==> src/hw/rtl/hsv2rgb_pkg.sv <==
// Shared types and constants for the HSV to RGB converter.
// No dependencies; imported by hsv2rgb_chan and hsv_to_rgb_converter.
package hsv2rgb_pkg;

  localparam int unsigned APB_ADDR_W = 3;
  localparam int unsigned APB_DATA_W = 32;

  localparam logic [APB_ADDR_W-1:0] ADDR_VALUE_LEVEL = 3'd0;

  typedef enum logic [2:0] {
    SEC_RED_YEL = 3'd0,
    SEC_YEL_GRN = 3'd1,
    SEC_GRN_CYN = 3'd2,
    SEC_CYN_BLU = 3'd3,
    SEC_BLU_MAG = 3'd4,
    SEC_MAG_RED = 3'd5
  } sector_e;

  typedef struct packed {
    logic en2;
    logic en3;
    logic en4;
    logic en5;
  } adv_t;

endpackage

==> src/hw/rtl/hsv2rgb_chan.sv <==
// One color channel of the converter: saturation lift, value scale, rounding.
// Four register stages driven by stage enables; depends on hsv2rgb_pkg.
module hsv2rgb_chan #(
  parameter int unsigned HUE_BITS     = 12,
  parameter int unsigned CHANNEL_BITS = 8
) (
  input  logic                      clk_i,
  input  hsv2rgb_pkg::adv_t         adv_i,
  input  logic [HUE_BITS:0]         ramp_i,
  input  logic [CHANNEL_BITS-1:0]   sat_i,
  input  logic [CHANNEL_BITS-1:0]   val_i,
  output logic [CHANNEL_BITS-1:0]   out_o
);
  import hsv2rgb_pkg::*;

  localparam int unsigned H  = HUE_BITS;
  localparam int unsigned C  = CHANNEL_BITS;
  localparam int unsigned PW = C + H;
  localparam int unsigned NW = 2 * C + H;
  localparam int unsigned QW = 2 * C;
  localparam int unsigned EW = C + 1;

  localparam logic [H:0]    HUE_ONE = (H + 1)'(1) << H;
  localparam logic [C-1:0]  CMAX    = {C{1'b1}};
  localparam logic [PW-1:0] DEN     = PW'(CMAX) << H;
  localparam logic [NW-1:0] RND     = NW'(CMAX) << (H - 1);

  logic [H:0]    inv_ramp;
  logic [PW-1:0] prod_d, prod_q;
  logic [PW-1:0] lift;
  logic [NW-1:0] num_d, num_q;
  logic [NW-1:0] sum;
  logic [QW-1:0] quo_d, quo_q;
  logic [QW:0]   est_sum;
  logic [EW-1:0] est_d, est_q;
  logic [QW:0]   est_mul;
  logic [QW:0]   rem;
  logic [EW-1:0] res;
  logic [C-1:0]  out_d, out_q;

  always_comb begin
    inv_ramp = HUE_ONE - ramp_i;
    prod_d   = PW'(sat_i) * PW'(inv_ramp);
    lift     = DEN - prod_q;
    num_d    = NW'(val_i) * NW'(lift);
    sum      = num_q + RND;
    quo_d    = sum[NW-1:H];
    est_sum  = (QW + 1)'(quo_d) + (QW + 1)'(quo_d[QW-1:C]);
    est_d    = est_sum[QW:C];
    est_mul  = ((QW + 1)'(est_q) << C) - (QW + 1)'(est_q);
    rem      = (QW + 1)'(quo_q) - est_mul;
    res      = est_q + EW'(rem >= (QW + 1)'(CMAX));
    out_d    = res[C-1:0];
  end

  always_ff @(posedge clk_i) begin
    if (adv_i.en2) begin
      prod_q <= prod_d;
    end
    if (adv_i.en3) begin
      num_q <= num_d;
    end
    if (adv_i.en4) begin
      quo_q <= quo_d;
      est_q <= est_d;
    end
    if (adv_i.en5) begin
      out_q <= out_d;
    end
  end

  assign out_o = out_q;

endmodule

==> src/hw/rtl/hsv_to_rgb_converter.sv <==
// Top level of the HSV to RGB converter: stream ports, APB register, hue sectors.
// Depends on hsv2rgb_pkg and hsv2rgb_chan.
//
//  port group   dir  contents
//  s_axis_*     in   pixel: hue, saturation
//  m_axis_*     out  pixel: red, green, blue
//  APB          i/o  value_level at byte address 0
//
// Five register stages; one pixel per cycle while m_axis_tready holds the output unstalled.
// Stage one splits the hue into sector and position, stages two to five
// scale and round each channel in its own lane.
// Each stage holds while full and its successor is blocked; empty stages fill.
// Reset empties the pipeline and sets value_level to full scale.
module hsv_to_rgb_converter #(
  parameter int unsigned HUE_BITS     = 12,
  parameter int unsigned CHANNEL_BITS = 8,
  localparam int unsigned S_TDATA_W   = ((HUE_BITS + CHANNEL_BITS + 7) / 8) * 8,
  localparam int unsigned M_TDATA_W   = ((3 * CHANNEL_BITS + 7) / 8) * 8
) (
  input  logic                                clk_i,
  input  logic                                rst_ni,
  input  logic                                s_axis_tvalid,
  output logic                                s_axis_tready,
  input  logic [S_TDATA_W-1:0]                s_axis_tdata,  // hue, saturation
  output logic                                m_axis_tvalid,
  input  logic                                m_axis_tready,
  output logic [M_TDATA_W-1:0]                m_axis_tdata,  // red, green, blue
  input  logic                                psel,
  input  logic                                penable,
  input  logic                                pwrite,
  input  logic [hsv2rgb_pkg::APB_ADDR_W-1:0]  paddr,
  input  logic [hsv2rgb_pkg::APB_DATA_W-1:0]  pwdata,
  output logic [hsv2rgb_pkg::APB_DATA_W-1:0]  prdata,
  output logic                                pready
);
  import hsv2rgb_pkg::*;

  localparam int unsigned H = HUE_BITS;
  localparam int unsigned C = CHANNEL_BITS;
  localparam logic [H:0]   HUE_ONE = (H + 1)'(1) << H;
  localparam logic [C-1:0] CMAX    = {C{1'b1}};

  logic [C-1:0]   value_q;
  logic           cfg_wr;
  logic [4:0]     vld_q;
  logic           en1;
  adv_t           adv;

  logic [H-1:0]   hue_in;
  logic [C-1:0]   sat_in;
  logic [H+2:0]   scaled;
  logic [2:0]     sector_q;
  logic [H-1:0]   up_q;
  logic [C-1:0]   sat_q;
  logic [H:0]     up_ext, down;
  logic [H:0]     ramp_r, ramp_g, ramp_b;
  logic [C-1:0]   red, green, blue;

  // APB register
  assign pready = 1'b1;
  assign cfg_wr = psel && penable && pwrite && (paddr == ADDR_VALUE_LEVEL);
  assign prdata = (paddr == ADDR_VALUE_LEVEL) ? APB_DATA_W'(value_q) : '0;

  always_ff @(posedge clk_i or negedge rst_ni) begin
    if (!rst_ni) begin
      value_q <= CMAX;
    end else if (cfg_wr) begin
      value_q <= pwdata[C-1:0];
    end
  end

  // stage enables: advance when empty or when the next stage moves
  assign adv.en5      = !vld_q[4] || m_axis_tready;
  assign adv.en4      = !vld_q[3] || adv.en5;
  assign adv.en3      = !vld_q[2] || adv.en4;
  assign adv.en2      = !vld_q[1] || adv.en3;
  assign en1          = !vld_q[0] || adv.en2;
  assign s_axis_tready = en1;
  assign m_axis_tvalid = vld_q[4];

  always_ff @(posedge clk_i or negedge rst_ni) begin
    if (!rst_ni) begin
      vld_q <= '0;
    end else begin
      if (en1)     vld_q[0] <= s_axis_tvalid;
      if (adv.en2) vld_q[1] <= vld_q[0];
      if (adv.en3) vld_q[2] <= vld_q[1];
      if (adv.en4) vld_q[3] <= vld_q[2];
      if (adv.en5) vld_q[4] <= vld_q[3];
    end
  end

  // stage one: six times the hue gives sector and position
  always_comb begin
    hue_in = s_axis_tdata[H-1:0];
    sat_in = s_axis_tdata[H+C-1:H];
    scaled = ((H + 3)'(hue_in) << 2) + ((H + 3)'(hue_in) << 1);
  end

  always_ff @(posedge clk_i) begin
    if (en1) begin
      sector_q <= scaled[H+2:H];
      up_q     <= scaled[H-1:0];
      sat_q    <= sat_in;
    end
  end

  // pick the ramp for each channel
  always_comb begin
    up_ext = (H + 1)'(up_q);
    down   = HUE_ONE - up_ext;
    case (sector_q)
      SEC_RED_YEL: begin
        ramp_r = HUE_ONE; ramp_g = up_ext;  ramp_b = '0;
      end
      SEC_YEL_GRN: begin
        ramp_r = down;    ramp_g = HUE_ONE; ramp_b = '0;
      end
      SEC_GRN_CYN: begin
        ramp_r = '0;      ramp_g = HUE_ONE; ramp_b = up_ext;
      end
      SEC_CYN_BLU: begin
        ramp_r = '0;      ramp_g = down;    ramp_b = HUE_ONE;
      end
      SEC_BLU_MAG: begin
        ramp_r = up_ext;  ramp_g = '0;      ramp_b = HUE_ONE;
      end
      default: begin
        ramp_r = HUE_ONE; ramp_g = '0;      ramp_b = down;
      end
    endcase
  end

  hsv2rgb_chan #(.HUE_BITS(HUE_BITS), .CHANNEL_BITS(CHANNEL_BITS)) u_chan_r (
    .clk_i  (clk_i),
    .adv_i  (adv),
    .ramp_i (ramp_r),
    .sat_i  (sat_q),
    .val_i  (value_q),
    .out_o  (red)
  );

  hsv2rgb_chan #(.HUE_BITS(HUE_BITS), .CHANNEL_BITS(CHANNEL_BITS)) u_chan_g (
    .clk_i  (clk_i),
    .adv_i  (adv),
    .ramp_i (ramp_g),
    .sat_i  (sat_q),
    .val_i  (value_q),
    .out_o  (green)
  );

  hsv2rgb_chan #(.HUE_BITS(HUE_BITS), .CHANNEL_BITS(CHANNEL_BITS)) u_chan_b (
    .clk_i  (clk_i),
    .adv_i  (adv),
    .ramp_i (ramp_b),
    .sat_i  (sat_q),
    .val_i  (value_q),
    .out_o  (blue)
  );

  assign m_axis_tdata = M_TDATA_W'({blue, green, red});

endmodule
==> config.mk <==
export PLATFORM = sky130hd
export DESIGN_NAME = hsv_to_rgb_converter
export DESIGN_NICKNAME = d
export VERILOG_FILES = /design/src/hw/rtl/hsv2rgb_pkg.sv /design/src/hw/rtl/hsv2rgb_chan.sv /design/src/hw/rtl/hsv_to_rgb_converter.sv
export SDC_FILE = /design/constraint.sdc
export NUM_CORES = 2
export LEC_CHECK = 0
export ABC_CLOCK_PERIOD_IN_PS = 6780
export BUFFER_PORTS_ARGS = -buffer_cell sky130_fd_sc_hd__buf_2
export CAP_MARGIN = 30
export CORE_ASPECT_RATIO = 1.5
export CORE_MARGIN = 2
export CORE_UTILIZATION = 45
export DETAILED_ROUTE_END_ITERATION = 10
export PLACE_DENSITY = 0.63
export RECOVER_POWER = 100
export SETUP_SLACK_MARGIN = 0.3
export SYNTH_ARGS = -nofsm -noshare
export SYNTH_HDL_FRONTEND = slang
export SYNTH_SLANG_ARGS = --single-unit
==> constraint.sdc <==
create_clock -name clk_i -period 6.78 [get_ports clk_i]
set_clock_uncertainty 0.1 [all_clocks]
set_input_delay 1.017 -clock clk_i [delete_from_list [all_inputs] [get_ports clk_i]]
set_output_delay 1.017 -clock clk_i [all_outputs]
set_load 0.01 [all_outputs]
# After elaboration in Yosys (flattened, before gate mapping)
# Index checks and enable logic that the tools add are counted.
dict set report classes {
  n_addsub 23
  mul 6
  n_div 0
  order_cmp 3
  eq_ne 4
  shift 0
  mux 4
  bitwise_logic 0
  reduce_logical 19
}
# op count
set op_table {}
lappend op_table {{$pmux 13 s3} 3}
lappend op_table {{$add 28x19->28 const B} 3}
lappend op_table {{$mul 8x20->28} 3}
lappend op_table {{$mul 8x13->20} 3}
lappend op_table {{$sub 20x20->20 const A} 3}
lappend op_table {{$add 16x8->17} 3}
lappend op_table {{$ge 17x8->1 const B} 3}
lappend op_table {{$sub 16x17->17} 3}
lappend op_table {{$sub 17x9->17} 3}
lappend op_table {{$sub 13x13->13 const A} 3}
lappend op_table {{$add 8x1->8} 3}
lappend op_table {{$add 14x13->15} 1}
lappend op_table {{$sub 13x12->13 const A} 1}
lappend op_table {{$mux 8} 1}
lappend op_table {{$reduce_or 2->1} 4}
lappend op_table {{$eq 3x2->1 const B} 2}
lappend op_table {{$logic_not 3->1} 2}
lappend op_table {{$logic_not 1->1} 5}
lappend op_table {{$logic_or 1x1->1} 5}
lappend op_table {{$eq 3x1->1 const B} 1}
lappend op_table {{$eq 3x3->1 const B} 1}
lappend op_table {{$logic_and 1x1->1} 3}
dict set report totals {
  ff_bits 279
  latch_bits 0
  ramBits 0
  romBits 0
  out_inout_bits 59
  mem_count 0
}

# Logic depth before layout (Yosys ltp)
dict set report depth {
  word_depth 6
  mapped_depth 28
  ltp_nobuf 27
}

# Hierarchy
# Synthesis repeated with hierarchy kept, for this count alone.
dict set report unflattened {
  cells_unflattened 4238
  hier_area_um2 39758.1
}
# module n_inst cells_per_inst area_per_inst_um2 seq_area_each_um2
set by_module_without_submodules {}
lappend by_module_without_submodules {{hsv2rgb_chan (u_chan_b)} 1 1319 12395.6 2102.0}
lappend by_module_without_submodules {{hsv2rgb_chan (u_chan_g)} 1 1314 12305.6 2102.0}
lappend by_module_without_submodules {{hsv2rgb_chan (u_chan_r)} 1 1295 12295.5 2102.0}
lappend by_module_without_submodules {hsv_to_rgb_converter 1 310 2761.4 996.0}

# Worst setup path after synthesis
# Ideal clock, no wire load.
dict set report synth_path {
  path_type {register to register}
  from {register up_q[1]}
  to {register u_chan_g.prod_q[19], data pin}
  setup_ps 260
  arrival_time_ps 6166
  slack_ps 254
  stages_incl_launch_ff 26
  n_path_buf 1
  cell_sequence {edfxtp_1 > inv_1 > ha_1 > or4b_4 > buf_6 > nor2_2 > a2bb2oi_1 > o21ai_0 > nor4_2 > nand3_1 > xnor2_1 > nor2b_1 > fa_1 > inv_1 > fa_1 > fa_1 > fa_1 > inv_1 > ha_1 > or2_2 > a21oi_1 > a31oi_1 > a21o_1 > a21oi_1 > o21ai_0 > xnor2_1}
}
dict set report synth_via {
  elab_chain_cells 4
}
# item line
set synth_rtl {}
lappend synth_rtl {{start, declared} hsv_to_rgb_converter.sv:53} ;# logic [H-1:0] up_q;
lappend synth_rtl {{start signal, assigned} hsv_to_rgb_converter.sv:103} ;# up_q <= scaled[H-1:0];
lappend synth_rtl {{$sub 13x12->13} hsv_to_rgb_converter.sv:111} ;# down = HUE_ONE - up_ext;
lappend synth_rtl {{$pmux 13 s3 *} hsv_to_rgb_converter.sv:112} ;# case (sector_q)
lappend synth_rtl {{$sub 13x13->13 *} hsv2rgb_chan.sv:42} ;# inv_ramp = HUE_ONE - ramp_i;
lappend synth_rtl {{$mul 8x13->20 *} hsv2rgb_chan.sv:43} ;# prod_d = PW'(sat_i) * PW'(inv_ramp);
lappend synth_rtl {{named net u_chan_g.prod_d[19]} hsv2rgb_chan.sv:29} ;# logic [PW-1:0] prod_d, prod_q;
lappend synth_rtl {{end signal, assigned} hsv2rgb_chan.sv:58} ;# prod_q <= prod_d;
lappend synth_rtl {{end, declared} hsv2rgb_chan.sv:29}
# Mark *: on every way through the listed nets, which the timed path passes. The rest lies on a longest branch.
# A chain may end at the register's enable or synchronous reset.

# Worst setup path in the final report
dict set report layout_path {
  from {register up_q[2]}
  to {register u_chan_b.prod_q[19], data pin}
}
dict set report layout_via {
  elab_chain_cells 4
}
# item line
set layout_rtl {}
lappend layout_rtl {{$sub 13x12->13} hsv_to_rgb_converter.sv:111}
lappend layout_rtl {{$pmux 13 s3 *} hsv_to_rgb_converter.sv:112}
lappend layout_rtl {{$sub 13x13->13 *} hsv2rgb_chan.sv:42}
lappend layout_rtl {{$mul 8x13->20 *} hsv2rgb_chan.sv:43}
lappend layout_rtl {{named net u_chan_b.prod_d[19]} hsv2rgb_chan.sv:29}
lappend layout_rtl {{end signal, assigned} hsv2rgb_chan.sv:58}
lappend layout_rtl {{end, declared} hsv2rgb_chan.sv:29}
# Marked as above.

==> out/metrics.csv <==
stage,metric,value,unit
logic_synthesis,Async SR Flop Fraction,5.37,%
worst_setup_path,Setup Crit Path Kind,flop to flop,
sta,fmax,155,MHz
logic_synthesis,Yosys reg bits,242,
floorplanning,I/O pins,125,
drt,Avg WL per Cell,15.4,µm
worst_setup_path,crit path DAT,6700,ps
drt,router iterations before antenna repair,5,
worst_setup_path,"Data required, critical path",7010,ps
place,GPL Wtd Cong,0.926,
logic_synthesis,Avg Inst Size Synth,9.40,µm²
min_path,hold path cells,1,
worst_setup_path,Setup crit start kind,flop,
sta,endpoints failing hold,0,
clock_network,CTS tree,built,
logic_synthesis,Synth Warn #,0,
clock_network,clk buf depth,3,
place,Cells after DPL,5177,
floorplanning,die area,85300,µm²
drt,total number of vias,26900,
drt,post-route antenna net violation count,0,
floorplanning,DIE HEIGHT,357,µm
final_layout,Util after Layout,51.4,%
sta,setup violators final,0,
sta,Total Neg Setup Slack,0,ps
global_routing,number of global-route vias before repair,28400,
logic_synthesis,sequential fraction of the synthesis area,19.3,%
sta,Slew Limit Headroom,-91.0,%
drt,drt initial violations,926,
sta,fin crit period,6470,ps
logic_synthesis,synthesized area,37300,µm²
outcome,status,"complete, but fails checks",
global_routing,first-pass GRT wire length,136000,µm
final_layout,Final nets,5150,
final_layout,Layout Cells excl Fill,5281,
global_routing,GRT Overall Usage,19.5,%
sta,RSZ-0062 raised after global routing,yes,
floorplanning,Rows,129,
worst_setup_path,FF-to-FF path depth,24,
sta,post-route setup slack,313,ps
global_routing,initial antenna violation count,0,
logic_synthesis,"EDFF count, synth",229,
clock_network,root buf cell,clkbuf_16,
logic_synthesis,Unique masters post-synth,90,
logic_synthesis,ys flop type,edfxtp_1,
floorplanning,core area,82300,µm²
drt,DR vias/cell,5.10,
clock_network,H-Tree Level Count,1,
worst_setup_path,worst-path maximum fanout,4,
place,"worst slack, placed",52.6,ps
sta,fin. max-slew vios,130,
final_layout,P&R area growth vs syn,13.4,%
final_layout,share of layout cells above drive strength 1,12.4,%
drt,final wirelength,81300,µm
global_routing,total gr overflow,0,
clock_network,TritonCTS Buffers,28,
sta,Worst-Margin Slew,2860,ps
final_layout,Ant. Diodes,0,
logic_synthesis,synthesized instance count,3970,
place,PortBufs,71,
run,max-cap violations,2,
clock_network,"Clk pin slew, worst setup/hold paths",60,ps
outcome,violated checks,"capacitance limit, slew limit",
clock_network,Sink Count,242,
global_routing,largest net degree at the start of global routing,77,
min_path,min-delay worst type,flop to flop,
worst_setup_path,Setup crit end kind,flop,
place,Detailed Place HPWL,66200,µm
clock_network,"Hold-fix buffers, CTS",0,
sta,fin crit share,95.4,%
clock_network,Clock Latency Late Sink,590,ps
floorplanning,Initial Util,45.3,%
floorplanning,Die X,239,µm
drt,DRC Markers,0,
cells in the final DEF, fill, tap and decap left out, types with 29 or more instances in the layout:
master | Yosys | final
inv_1 | 699 | 693
and2_1 | 383 | 378
nor2_1 | 169 | 160
xnor2_1 | 189 | 172
ha_1 | 388 | 368
a21oi_1 | 97 | 83
buf_4 | 27 | 221
o21a_1 | 31 | 31
fa_1 | 484 | 481
a21o_1 | 36 | 36
buf_2 | 7 | 37
nor2b_1 | 106 | 92
clkbuf_1 | 89 | 41
xor2_1 | 92 | 84
clkbuf_16 | 0 | 29
nand2_1 | 366 | 364
o21ai_0 | 71 | 54
edfxtp_1 | 229 | 229
nand2b_1 | 42 | 39
nand3_1 | 56 | 50
nor3_1 | 67 | 56
critical path, stage by stage, from the launching register on:
cell and delay (ps):
edfxtp_1 440, inv_1 180, ha_4 160, or4b_4 530
buf_12 170, nand2b_4 140, a22oi_2 230, nor4b_4 270
nand2_1 140, xor2_2 190, buf_4 170, buf_4 140
nor2b_4 100, fa_1 440, fa_1 540, inv_1 50
fa_1 480, inv_1 50, ha_2 180, o41a_1 440
o41a_1 420, a211o_1 320, a21o_1 170, a21oi_2 130
xnor2_1 70
kinds of logic after synthesis:
kind of cell / after synthesis / share of synthesized area [%]
compound gates: 394 / 7.07
flops: 242 / 19.3
fa+ha+maj: 873 / 39.0
simple gates: 1337 / 18.8
mux: 13 / 0.382
xor+xnor: 284 / 6.76
buf+inv: 825 / 8.63
other cells: 2 / 0.0201
final cells by class:
class,instances,area [µm²]
Inverter,700,2630
Timing Repair Buffer,314,2250
Sequential cell,242,7210
Fill cell,7613,40000
Clock buffer,35,798
Multi-Input combinational cell,2926,28000
Tap cell,1048,1310
Clock inverter,16,108
Yosys cell counts (all sizes together) (71+ instances only):
cell    number  share of area [%]
and2       384                6.4
nor2       170                1.7
fa         484                 26
a21oi       97                1.3
inv        700                7.0
xor2        93                2.2
ha         388                 13
clkbuf      89               0.90
nand2      366                3.7
nor2b      107                1.8
edfxtp     229                 18
o21ai       71               0.95
xnor2      191                4.6
flip-flops by register name, summed over array words and instances (netlist names), 9 cells and up:
name	count
u_chan_b.est_q	9
u_chan_b.num_q	17
u_chan_b.prod_q	19
u_chan_b.quo_q	16
u_chan_g.est_q	9
u_chan_g.num_q	17
u_chan_g.prod_q	19
u_chan_g.quo_q	16
u_chan_r.est_q	9
u_chan_r.num_q	17
u_chan_r.prod_q	19
u_chan_r.quo_q	16
up_q	11
final timing paths:
| path | start | to | slack [ps] |
|---|---|---|---|
| setup reg to reg | up_q[2]$_DFFE_PP_ | u_chan_b.prod_q[19]$_DFFE_PP_ | 310 |
| max in group asynchronous | rst_ni | vld_q[0]$_DFFE_PN0P_ | 5440 |
| min in group asynchronous | rst_ni | vld_q[4]$_DFFE_PN0P_ | 490 |
| setup / recovery | up_q[2]$_DFFE_PP_ | u_chan_b.prod_q[19]$_DFFE_PP_ | 310 |
| hold / removal | vld_q[1]$_DFFE_PN0P_ | vld_q[2]$_DFFE_PN0P_ | 370 |
| hold reg to reg | vld_q[1]$_DFFE_PN0P_ | vld_q[2]$_DFFE_PN0P_ | 370 |
repair_timing:
item / 4_1_cts / 5_1_grt
pin swaps: 9 / 99
hold endpoints to repair: 0 / 0
buffers inserted: 9 / 44
endpoints found under the setup margin: 10 / 36
gates resized for setup: 36 / 185
metrics by stage:
stage	hold slack (ps)	area [µm²]
2_1_floorplan	335	37400
3_3_place_gp	348	40000
3_5_place_dp	357	40000
4_1_cts	253	41200
5_1_grt	389	42300
6_report	374	42300
layer usage:
layer	track usage (%)	vias up	wire length [µm]
li1	-	13100	-
met1	22.4	13200	32600
met2	38.2	427	44000
met3	1.59	135	2430
met4	5.29	0	2250
met5	0	-	0
Power is left out: the tool's default activity adds up to more than one toggle a clock period on the data nets, which glitch-free logic cannot reach.
